`config.mk`:
```
export PLATFORM = sky130hd
export DESIGN_NAME = kwp_message_framer_top
export DESIGN_NICKNAME = d
export VERILOG_FILES = /design/src/rtl/core/kwp_pkg.sv /design/src/rtl/core/kwp_message_framer_top.sv
export SDC_FILE = /design/constraint.sdc
export NUM_CORES = 1
export LEC_CHECK = 0
export ABC_AREA = 1
export BUFFER_PORTS_ARGS = -buffer_cell sky130_fd_sc_hd__buf_2
export CAP_MARGIN = 10
export CORE_MARGIN = 2
export CORE_UTILIZATION = 54
export CTS_CLUSTER_DIAMETER = 40
export DETAILED_ROUTE_END_ITERATION = 12
export GPL_TIMING_DRIVEN = 0
export PLACE_DENSITY = 0.88
export SLEW_MARGIN = 40
export SYNTH_ARGS = -nofsm -noshare
export SYNTH_HDL_FRONTEND = slang
export SYNTH_SLANG_ARGS = --single-unit
```
`constraint.sdc`:
```
create_clock -name clk -period 2.33 [get_ports clk]
set_clock_uncertainty 0.1 [all_clocks]
set_input_delay 0.233 -clock clk [delete_from_list [all_inputs] [get_ports clk]]
set_output_delay 0.233 -clock clk [all_outputs]
set_load 0.01 [all_outputs]
```
`src/rtl/core/kwp_pkg.sv`:
```
package kwp_pkg;

    localparam logic [7:0] FMT_MAX_LEN = 8'h3F;
    localparam int unsigned NUM_SLOTS = 3;

    localparam logic [1:0] KIND_HEADER   = 2'd0;
    localparam logic [1:0] KIND_PAYLOAD  = 2'd1;
    localparam logic [1:0] KIND_CHECKSUM = 2'd2;

    typedef struct packed {
        logic [7:0] data_byte;
        logic       start_req;
        logic [7:0] pkt_length;
    } kwp_in_t;

    typedef struct packed {
        logic [7:0] out_byte;
        logic [1:0] byte_kind;
        logic       last;
    } kwp_out_t;

    typedef struct packed {
        logic [7:0] value;
        logic [1:0] kind;
    } kwp_slot_t;

endpackage

```
`src/rtl/core/kwp_message_framer_top.sv`:
```
// The first byte of an item appears on line in the cycle after the item is accepted.
// Throughput: one output byte per cycle while line_stall is low; an item yields 1 to 3 bytes and holds
// the output register until its last byte leaves, and the next item is taken in the cycle its last byte leaves.
// Items that yield no bytes are accepted and leave the output buffer empty.
// Reset (rst_n low, asynchronous): no message open, output buffer empty.
module kwp_message_framer_top (
    input  logic            clk,
    input  logic            rst_n,
    input  logic            req_valid,
    output logic            req_stall,
    input  kwp_pkg::kwp_in_t  req,
    output logic            line_valid,
    input  logic            line_stall,
    output kwp_pkg::kwp_out_t line
);
    import kwp_pkg::*;

    // message state
    logic       open_reg, open_next;
    logic [7:0] left_reg, left_next;
    logic [7:0] sum_reg,  sum_next;

    // output buffer: up to three bytes from one item
    kwp_slot_t  slot_reg [NUM_SLOTS];
    kwp_slot_t  slot_next [NUM_SLOTS];
    logic [1:0] cnt_reg, cnt_next;
    logic [1:0] idx_reg, idx_next;

    logic       accept;
    logic       pop;
    logic       done;
    logic       active;
    logic       long_hdr;
    logic       cks;
    logic [7:0] base_left;
    logic [7:0] base_sum;
    logic [7:0] new_left;
    logic [7:0] new_sum;
    logic [1:0] n_res;

    assign line_valid = (cnt_reg != 2'd0);
    assign pop        = line_valid && !line_stall;
    assign done       = pop && (idx_reg == cnt_reg - 2'd1);
    assign req_stall  = line_valid && !done;
    assign accept     = req_valid && !req_stall;

    assign line.out_byte  = slot_reg[idx_reg].value;
    assign line.byte_kind = slot_reg[idx_reg].kind;
    assign line.last      = (idx_reg == cnt_reg - 2'd1);

    assign active    = req.start_req ? (req.pkt_length != 8'd0) : open_reg;
    assign long_hdr  = req.start_req && (req.pkt_length > FMT_MAX_LEN);
    assign base_left = req.start_req ? req.pkt_length : left_reg;
    assign base_sum  = req.start_req ? req.pkt_length : sum_reg;
    assign new_left  = base_left - 8'd1;
    assign new_sum   = base_sum + req.data_byte;
    assign cks       = (new_left == 8'd0);

    always_comb
    begin
        for (int i = 0; i < NUM_SLOTS; i++)
        begin
            slot_next[i] = slot_reg[i];
        end
        n_res = 2'd0;
        if (req.start_req)
        begin
            if (long_hdr)
            begin
                slot_next[0] = '{value: 8'd0, kind: KIND_HEADER};
                slot_next[1] = '{value: req.pkt_length, kind: KIND_HEADER};
                n_res = 2'd2;
            end
            else
            begin
                slot_next[0] = '{value: req.pkt_length, kind: KIND_HEADER};
                n_res = 2'd1;
            end
        end
        slot_next[n_res] = '{value: req.data_byte, kind: KIND_PAYLOAD};
        n_res = n_res + 2'd1;
        // a long header implies length >= 64, so no checksum can follow here
        if (cks && !long_hdr)
        begin
            slot_next[n_res] = '{value: new_sum, kind: KIND_CHECKSUM};
            n_res = n_res + 2'd1;
        end
    end

    always_comb
    begin
        open_next = open_reg;
        left_next = left_reg;
        sum_next  = sum_reg;
        cnt_next  = cnt_reg;
        idx_next  = idx_reg;
        if (accept && active)
        begin
            open_next = !cks;
            left_next = new_left;
            sum_next  = cks ? 8'd0 : new_sum;
        end
        priority if (accept)
        begin
            cnt_next = active ? n_res : 2'd0;
            idx_next = 2'd0;
        end
        else if (done)
        begin
            cnt_next = 2'd0;
            idx_next = 2'd0;
        end
        else if (pop)
        begin
            idx_next = idx_reg + 2'd1;
        end
    end

    always_ff @(posedge clk or negedge rst_n)
    begin
        if (!rst_n)
        begin
            open_reg <= 1'b0;
            left_reg <= 8'd0;
            sum_reg  <= 8'd0;
            cnt_reg  <= 2'd0;
            idx_reg  <= 2'd0;
        end
        else
        begin
            open_reg <= open_next;
            left_reg <= left_next;
            sum_reg  <= sum_next;
            cnt_reg  <= cnt_next;
            idx_reg  <= idx_next;
        end
    end

    always_ff @(posedge clk)
    begin
        if (accept)
        begin
            for (int i = 0; i < NUM_SLOTS; i++)
            begin
                slot_reg[i] <= slot_next[i];
            end
        end
    end

endmodule

```
# After elaboration in Yosys (flattened, before gate mapping)
# Memory sizes are Yosys's and may differ from the RTL's.
# Index checks and enable logic that the tools add are counted.
dict set report classes {
  addsub 6
  magnitude_cmp 5
  bitwise_logic 2
  reduce_logical 19
  eq_ne 1
  mux 25
}
# op n
set ops {}
lappend ops {{$bwmux W30} 2}
lappend ops {{$demux W10 S2} 2}
lappend ops {{$mux W10} 4}
lappend ops {{$mux W30} 1}
lappend ops {{$mux W8} 3}
lappend ops {{$mux W20} 1}
lappend ops {{$mux W2} 9}
lappend ops {{$logic_and A1 B1 Y1} 9}
lappend ops {{$add A8 B8 Y8} 1}
lappend ops {{$gt A8 B6 Y1 const B} 1}
lappend ops {{$logic_not A8 Y1} 1}
lappend ops {{$reduce_bool A8 Y1} 1}
lappend ops {{$sub A8 B1 Y8 const B} 1}
lappend ops {{$add A2 B1 Y2 const B} 3}
lappend ops {{$ge A3 B3 Y1 const B} 2}
lappend ops {{$lt A3 B1 Y1 const B} 2}
lappend ops {{$not A2 Y3} 2}
lappend ops {{$logic_not A1 Y1} 5}
lappend ops {{$reduce_bool A2 Y1} 2}
lappend ops {{$mux W1} 3}
lappend ops {{$reduce_bool A3 Y1} 1}
lappend ops {{$eq A2 B2 Y1} 1}
lappend ops {{$sub A2 B1 Y2 const B} 1}
dict set report word_totals {
  register_bits 21
  mem_bits_rw 30
  inputBits 21
  mem_count 1
  wordCells 64
}
# memory depth width read_ports rd_ports_with_merged_regs write_ports line
set mem_list {}
lappend mem_list {slot_reg 3 10 4 0 3 kwp_message_framer_top.sv:24} ;# kwp_slot_t slot_reg [NUM_SLOTS];

# Longest topological paths before layout
# Gate-level depths: netlist (run 1).
dict set report logic_depth {
  ltp_word 12
  depth_mapped 16
}

# Worst setup path after synthesis (run 1)
# OpenSTA, ideal clock, no wires.
dict set report synth_path {
  path_kind {input port to flip-flop}
  startpoint {input req[8] in the netlist's numbering}
  endpoint {memory slot_reg[2][6] in the netlist's numbering, data pin}
  t_arrival_ps 2220
  required_ps 1978
  setup_ps 252
  path_buffers 2
  path_stages 15
  slack_ps -243
  path_cell_list {inv_2 > clkbuf_1 > clkbuf_1 > nand2_1 > nand2_1 > ha_1 > inv_1 > fa_1 > inv_1 > nand3_1 > nand2_1 > xnor2_1 > o21ai_0 > nand2_1 > nand2_1}
}
# element line
set synth_rtl {}
lappend synth_rtl {{start, declared} kwp_message_framer_top.sv:11} ;# input kwp_pkg::kwp_in_t req,
lappend synth_rtl {{end, declared} kwp_message_framer_top.sv:24}

==> results.toml, run 1 <==
[sta]
fin_hold_ws_ps = 159
finalSetupViolCount = 0
tns_ps = 0
slew_headroom_pct = 60.1
layout_worst_path_cycle_share_pct = 96.0
min_period_ps = 2240
fmax_mhz = 447
slew_violations = 0
tightestPinTransition_ps = 599
hold_violations = 0

[logic_synthesis]
synth_area_sq_mm = 0.00343
synth-main-ff-cell = "edfxtp_1"
synthCells = 451
avgSynthCellArea_sq_um = 7.60
synth-seq-area-share_pct = 41.6
synth.largest_area_cell = "edfxtp_1"
synth_fp_nets = 483
synth-seq-cells = 51
yosys_warnings = 0
synth_edf_count = 30
synth_cell_type_count = 35
ys_top_cells_by_area = "edfxtp_1 26%, dfrtp_1 15%, nand2_1 14%"
synthArstFlopShare_pct = 41.2
synth_top_cell_area_share_pct = 26.3

[setup_path]
worstPathMaxFanout = 10
cp-end-kind = "register"
r2r_start = "sum_reg[4]"
critPathLaunch = "req[8]"
start_kind = "primary input"
arrival_ps = 2220
path_class = "primary input to register"
critPathRequiredTime_ps = 2310
r2r_end = "slot_reg[2][7]"
rrSetupSlack_ps = 110
rr_worst_depth = 10

[floorplanning]
core_sq_mm = 0.00624
rows = 29
ioPinCount = 34
die_w_um = 83.7
die_area_sq_mm = 0.00700
die_y_um = 83.7
start_util_pct = 54.9

[cells_and_area]
final_nets = 546
area_growth_pct = 19.7
drive_gt1_share_pct = 25.0
largest_reg_flops = 28
final_cells = 592
n_antenna_cell = 0
fin_area_sq_mm = 0.00410

[global_routing]
grt_pass1_wl_mm = 15.0
overflow = 0
grt_max_degree = 22
grt.total_usage_pct = 27.0
first_global_vias = 3112
antenna_found_initial = 0

[cts]
htreeDepth = 2
cts.reportedPaths.clkPinSlew_ps = 100
cts_sinks = 51
clock_path_buffers = 2
cts_buffers = 5
root_buffer = "clkbuf_8"
insertion_delay_ps = 320
cts_tree = "yes"

[placement]
io_buffer_count = 33
dpl.cell_count = 561
hpwl_mm = 6.57
post_dp_cell_area_sq_mm = 0.00370
gp_congestion = 0.943

[power]
leakagePower_nw = 2.01
powerDensity_mw_per_mm2 = 1040
ir_drop_mv = 0.506

[hold_path]
worstHoldEndpoint = "idx_reg[0]"
hold-path-cell-count = 4
min_from = "line_stall"
hold_class = "primary input to register"

[route]
first_iter_violations = 475
postRouteAntennaNets = 0
viasPerCell = 5.93
drt_pass1_iterations = 6
drc = 0
wire_per_inst_um = 16.9
vias = 3511
wl_mm = 10.0

[status]
status = "completed"

[job]
maxCapViolCount = 0
[synth_stat cells (6+ instances only)]
master,count
o21ai_1,9
a21oi_1,26
inv_2,9
o21ai_0,28
ha_1,10
nor2_1,43
nand3_1,25
inv_1,45
edfxtp_1,30
dfrtp_1,21
nor2_2,7
clkbuf_1,8
nand2_2,11
nor2_4,6
nand2_1,129
[cell type report]
cell class	instances	area, sq um
tap	77	96.3
fill	471	2140
timing repair buffer	54	368
clock inverter	3	26.3
inverter	55	215
sequential	51	1430
multi-input combinational	332	1780
clock buffer	5	68.8
buffer	14	109
timing repair inverter	1	7.51
[routing by layer]
| layer | part of all wire [%] | global-route usage [%] | up-vias |
|---|---|---|---|
| met3 | 11 | 3.56 | 46 |
| met4 | 3.2 | 10.7 | 0 |
| met2 | 48 | 46.0 | 259 |
| met1 | 37 | 34.9 | 1606 |
| met5 | 0 | 0 | - |
| li1 | - | - | 1600 |
[kinds of logic (layout without fill, tap and decap cells)]
kind of cell,Yosys count,count (layout),share of synthesized area (%)
XOR/XNOR,8,8,2.05
AO/OA/AOI/OAI,80,80,13.0
buffers and inverters,69,132,8.47
AND/OR/NAND/NOR,231,232,30.5
adder cells (fa/ha/maj),11,11,4.24
other,1,1,0.109
flip-flops,51,51,41.6
[timing repair]
action,in CTS,in global routing
hold buffers,1,0
gates cloned,1,2
pin swaps,1,7
setup buffers,7,12
hold endpoints to repair,21,0
gates resized for setup,7,21
setup endpoints to repair,41,65
[per-stage QoR]
stage | utilization (%) | power (W) | worst slack [ps]
after floorplan | - | 0.00281 | -20.9
after global placement | 59.3 | 0.00329 | -499
after detailed placement | 59.3 | 0.00338 | -576
after CTS | 62.3 | 0.00402 | 7.24
after global routing | 65.7 | 0.00452 | -17.3
final | 65.7 | 0.00426 | 92.3
[cells in the final DEF (no fill, tap or decap), types with 3 or more instances in the layout]
| cell | instances |
|---|---|
| a221oi_1 | 4 |
| o22ai_1 | 3 |
| dfrtp_1 | 21 |
| nand3_1 | 24 |
| buf_4 | 19 |
| nand2_2 | 13 |
| edfxtp_1 | 30 |
| a31oi_1 | 3 |
| inv_2 | 12 |
| nor2_2 | 7 |
| ha_1 | 8 |
| o21ai_0 | 27 |
| buf_2 | 34 |
| inv_1 | 40 |
| o21ai_2 | 3 |
| nand4_1 | 4 |
| clkbuf_1 | 6 |
| nor2_4 | 7 |
| xor2_1 | 4 |
| o21ai_1 | 10 |
| xnor2_1 | 3 |
| nand2_4 | 4 |
| a21oi_1 | 24 |
| nor2_1 | 42 |
| inv_6 | 3 |
| clkbuf_8 | 6 |
| nand2_1 | 125 |
[critical path, cell delays in order]
cell	delay [ps]
buf_2	140
inv_6	60
clkbuf_8	160
buf_8	150
nand2_1	70
nand2_1	80
ha_1	180
inv_1	80
fa_2	350
inv_1	80
nand3_1	60
nand2_1	110
xnor2_2	160
o21ai_0	120
nand2_1	110
nand2_1	70
[power by group]
part	switching [W]	leakage, nW	total, W	internal [W]
combinational	0.00137	1.42	0.00219	0.000824
sequential	0.000169	0.541	0.00150	0.00133
clock	0.000344	0.0491	0.000566	0.000222
[worst max path at each step]
stage                                 to  slack [ps]
after floorplan           slot_reg[2][6]         -20
after global placement    slot_reg[2][6]        -500
after detailed placement  slot_reg[2][6]        -580
after CTS                 slot_reg[2][9]           7
after global routing      slot_reg[1][9]         -20
final                     slot_reg[2][6]          90
(Power assumes the default switching activity.)
==> run 2: changes to the inputs <==
CORE_ASPECT_RATIO = 1.5   (was unset)
CORE_UTILIZATION = 60   (was 54)
PLACE_DENSITY = 0.92   (was 0.88)
clock period = 2.75 ns   (was 2.33 ns; I/O delays follow)
==> results.toml, run 2 (same netlist as run 1, synthesis figures left out) <==
[status]
status = "completed"

[route]
vias = 3241
drt_pass1_iterations = 6
wire_per_inst_um = 15.6
wl_mm = 8.82
drc = 0
first_iter_violations = 247
postRouteAntennaNets = 0
viasPerCell = 5.75

[power]
p_int_w = 0.00197
power.switching_w = 0.00145
ir_drop_mv = 0.536
leakagePower_nw = 1.89
power_frac_clock_pct = 15.4
powerDensity_mw_per_mm2 = 898
power.share.sequential_pct = 37.4
swShare_pct = 42.4
power_frac_comb_pct = 47.2

[setup_path]
critPathRequiredTime_ps = 2720
start_kind = "primary input"
cp-end-kind = "register"
arrival_ps = 2610
rr_worst_depth = 11
path_class = "primary input to register"
worstPathMaxFanout = 19
rrSetupSlack_ps = 240
r2r_start = "cnt_reg[0]"

[cts]
root_buffer = "clkbuf_8"
clock_path_buffers = 2
cts_buffers = 5
cts_sinks = 51
htreeDepth = 2
insertion_delay_ps = 310
cts.reportedPaths.clkPinSlew_ps = 90
cts_tree = "yes"

[floorplanning]
rows = 33
core_sq_mm = 0.00549
die_y_um = 96.5
ioPinCount = 34
die_w_um = 65.7
die_area_sq_mm = 0.00634
start_util_pct = 62.4

[cells_and_area]
n_antenna_cell = 0
fillers = 449
final_nets = 525
final_common_cell = "nand2_1"
largest_reg_flops = 28
drive_gt1_share_pct = 18.4
area_growth_pct = 11.3
final_cell_mix = "129 x nand2_1, 44 x inv_1, 43 x nor2_1, 34 x buf_2, 30 x edfxtp_1"
seqCellArea_sq_mm = 0.00143
utilization_pct = 69.4
multi_input_area_sq_mm = 0.00171

[placement]
preCtsSetupSlack_ps = -665
gp_congestion = 0.969
io_buffer_count = 33
hpwl_mm = 6.72

[job]
maxCapViolCount = 0

[sta]
tns_ps = 0
finalSetupViolCount = 0
layout_worst_path_cycle_share_pct = 95.9
slew_headroom_pct = 65.1
fin_hold_ws_ps = 236
worst_slack_ps = 112
tightestPinTransition_ps = 523
rsz0062_at_grt = "no"
slew_violations = 0
min_period_ps = 2640
fmax_mhz = 379
hold_violations = 0

[hold_path]
min_from = "req_valid"
hold-path-cell-count = 4
hold_class = "primary input to register"
worstHoldEndpoint = "cnt_reg[0]"

[global_routing]
grt_max_degree = 30
antenna_found_initial = 0
grt_pass1_wl_mm = 14.4
first_global_vias = 3241
overflow = 0
grt.total_usage_pct = 29.7
## run 2: cell types whose count changed in the layout (fill, tap and decap cells not counted), sizes merged
cell	delta
bufinv	+1
clkinvlp	-1
nand3	-1
clkinv	+1
inv	-3
buf	-18
## run 2: stage by stage
step	instances	cell area (sq um)	power [W]
floorplan	451	3430	0.00238
global placement	554	3680	0.00276
detailed placement	554	3680	0.00285
CTS	562	3800	0.00337
global route	564	3810	0.00368
finish	564	3810	0.00342
## run 2: how the worst max path moves through the flow
| stage | startpoint | slack, ps | endpoint | cells past startpoint |
|---|---|---|---|---|
| floorplan | req[8] | 140 | slot_reg[2][6] | 15 |
| global placement | req[8] | -580 | slot_reg[2][8] | 17 |
| detailed placement | req[8] | -660 | slot_reg[1][8] | 17 |
| CTS | req[8] | 100 | slot_reg[2][8] | 16 |
| global route | req[8] | 0.8 | slot_reg[2][6] | 15 |
| finish | req[8] | 110 | slot_reg[1][8] | 16 |
## run 2: what timing repair did
action / CTS / global route
endpoints found under the hold margin: 21 / 0
setup buffers: 0 / 2
gates resized for setup: 1 / 2
endpoints found under the setup margin: 14 / 6
pin swaps: 0 / 1
hold buffers: 1 / 0
## run 2: metal layers
| layer | vias to the layer above | track usage (%) | wire length, um |
|---|---|---|---|
| li1 | 1551 | - | - |
| met1 | 1520 | 33.0 | 3280 |
| met2 | 137 | 54.7 | 4680 |
| met3 | 33 | 4.06 | 515 |
| met4 | 0 | 14.9 | 347 |
| met5 | - | 0 | 0 |
## run 2: power by group through the flow
| stage | sequential [W] | clock, W | combinational (W) |
|---|---|---|---|
| 2_1_floorplan | 0.00124 | 0 | 0.00114 |
| 3_3_place_gp | 0.00127 | 0 | 0.00148 |
| 3_5_place_dp | 0.00129 | 0 | 0.00156 |
| 4_1_cts | 0.00127 | 0.000526 | 0.00158 |
| 5_1_grt | 0.00131 | 0.000558 | 0.00181 |
| 6_report | 0.00128 | 0.000529 | 0.00162 |
## run 2: worst max-delay path: stages
cell and delay [ps]:
buf_2 120, clkinv_2 230, clkbuf_2 320, nand2_1 90
nand2_1 80, ha_1 200, inv_1 80, fa_1 410
inv_1 100, nand4_1 120, nand3_1 100, nand2_1 50
nand2_1 140, inv_1 100, nor2_2 110, nor2_1 50
## run 2: cell type report
cell class,instances,share of cell area (%)
Clock inverter,2,0.984
Buffer,13,2.13
Multi-Input combinational cell,331,44.8
Inverter,55,5.48
Sequential cell,51,37.4
Tap cell,70,2.30
Clock buffer,6,1.90
Timing Repair Buffer,36,4.99
==> run 3: changes to the inputs <==
CELL_PAD_IN_SITES_DETAIL_PLACEMENT = 0   (was unset)
CELL_PAD_IN_SITES_GLOBAL_PLACEMENT = 2   (was unset)
CORE_UTILIZATION = 39   (was 60)
CTS_BUF_LIST = sky130_fd_sc_hd__clkbuf_2   (was unset)
PLACE_DENSITY = 0.95   (was 0.92)
SLEW_MARGIN = 20   (was 40)
==> results.toml, run 3 (same netlist as run 1, synthesis figures left out) <==
[route]
viasPerCell = 5.03
drc = 0
first_iter_violations = 198
drt_pass1_iterations = 4
vias = 3026
wl_mm = 9.21
wire_per_inst_um = 15.3
postRouteAntennaNets = 0

[sta]
hold_violations = 0
min_period_ps = 2570
layout_worst_path_cycle_share_pct = 93.5
slew_violations = 0
slew_headroom_pct = 56.8
tightestPinTransition_ps = 647
fmax_mhz = 389
tns_ps = 0
finalSetupViolCount = 0
rsz0062_at_grt = "no"

[setup_path]
cp-end-kind = "register"
critPathBufInv = 4
r2r_start = "cnt_reg[0]"
cpPeakStageDelay_ps = 550
crit_path_cell_trace = "inv_1 -> ha_1 -> xor2_1 -> o21ai_1 -> inv_1 -> nand2_1 -> nand2_1 -> nand2_2 -> clkinvlp_4 -> nand2_1 -> inv_1"
path_class = "register to register"
critPathLaunch = "cnt_reg[0]"
worstPathMaxFanout = 29
start_kind = "register"
crit_slowest_cell = "clkinvlp_4"
critPathRequiredTime_ps = 2930
rrSetupSlack_ps = 180
arrival_ps = 2750
rr_worst_depth = 11
worstSetupPathDepth = 11
cp_top_family = "buffers and inverters"

[placement]
gp_congestion = 0.856
post_dp_cell_area_sq_mm = 0.00372
io_buffer_count = 33
hpwl_mm = 7.13

[hold_path]
hold_class = "primary input to register"
hold-path-cell-count = 3

[cells_and_area]
final_common_cell = "nand2_1"
final_cell_mix = "128 x nand2_1, 44 x inv_1, 43 x nor2_1, 34 x buf_2, 30 x edfxtp_1"
largest_reg_flops = 28
n_antenna_cell = 0
drive_gt1_share_pct = 18.4
area_growth_pct = 11.0
fin_area_sq_mm = 0.00380
final_nets = 525

[floorplanning]
ioPinCount = 34
die_w_um = 80.5
die_area_sq_mm = 0.00957
core_sq_mm = 0.00846
start_util_pct = 40.5
die_y_um = 119
rows = 41

[cts]
cts_tree = "yes"
insertion_delay_ps = 470
cts_setup_buffers = 0
cts.reportedPaths.clkPinSlew_ps = 270
cts_buffers = 5
htreeDepth = 2
root_buffer = "clkbuf_2"
cts_sinks = 51
clock_path_buffers = 2

[global_routing]
grt.total_usage_pct = 20.3
antenna_found_initial = 0
grt_max_degree = 30
first_global_vias = 2877
overflow = 0
grt_pass1_wl_mm = 14.9

[power]
ir_drop_mv = 0.273
leakagePower_nw = 1.86
powerDensity_mw_per_mm2 = 832

[status]
status = "completed"

[job]
maxCapViolCount = 0
[run 3: cell types whose count changed in the layout (fill, tap and decap cells not counted), sizes merged]
| cell | previous run | this run |
|---|---|---|
| buf | 41 | 39 |
| dlygate4sd3 | 1 | 3 |
| bufinv | 1 | 0 |
| clkinv | 3 | 2 |
| clkinvlp | 1 | 2 |
| inv | 52 | 53 |
[run 3: worst register-to-register path: cells and delay by family, from the launching register on]
| family | cells | cell delay [ps] |
|---|---|---|
| AOI/OAI and AO/OA | 1 | 70 |
| xor gates and xnor gates | 1 | 160 |
| adders and majority gates | 1 | 300 |
| buffers and inverters | 4 | 770 |
| DFF | 1 | 450 |
| and+or+nand+nor | 4 | 530 |
[run 3: worst min path at each step]
stage          startpoint              to  slack [ps]
3_3_place_gp        rst_n      sum_reg[5]         180
2_1_floorplan       rst_n      cnt_reg[0]        -120
4_1_cts            req[9]  slot_reg[0][2]          20
3_5_place_dp        rst_n      sum_reg[5]         190
6_report           req[9]  slot_reg[0][2]          50
5_1_grt            req[9]  slot_reg[0][2]          10
[run 3: what timing repair did]
action,in CTS,in global routing
hold buffers,3,0
setup endpoints to repair,6,9
pin swaps,0,1
resized for setup,2,1
hold endpoints to repair,23,0
[run 3: layout make-up]
type | count | area, sq um
multi-input cells | 331 | 1710
plain buffers | 13 | 81.3
fillers | 903 | 4660
inverters | 55 | 210
repair buffers | 36 | 195
clock buffers | 6 | 30.0
flip-flops and latches | 51 | 1430
well taps | 107 | 134
clock inverters | 2 | 12.5
[run 3: power by group]
group	leakage (nW)	total [W]	switching, W	internal [W]
Combinational	1.29	0.00157	0.00102	0.000551
Sequential	0.541	0.00126	0.000132	0.00113
Clock	0.0290	0.000330	0.000265	0.0000645
[run 3: through the flow]
step	hold slack (ps)	cells	power, W	util (%)	setup slack [ps]
finish	45.6	601	0.00316	44.9	180
global route	13.6	601	0.00343	44.9	18.0
CTS	22.5	602	0.00319	44.9	5.27
detailed placement	185	591	0.00286	44.0	-684
global placement	183	591	0.00283	44.0	-734
floorplan	-121	451	0.00238	-	135
[run 3: layer usage]
layer / GRT usage, % / share of wire (%) / vias up
li1: - / - / 1551
met1: 26.8 / 43 / 1389
met2: 33.8 / 49 / 73
met3: 2.98 / 4.7 / 13
met4: 6.67 / 2.4 / 0
met5: 0 / 0 / -
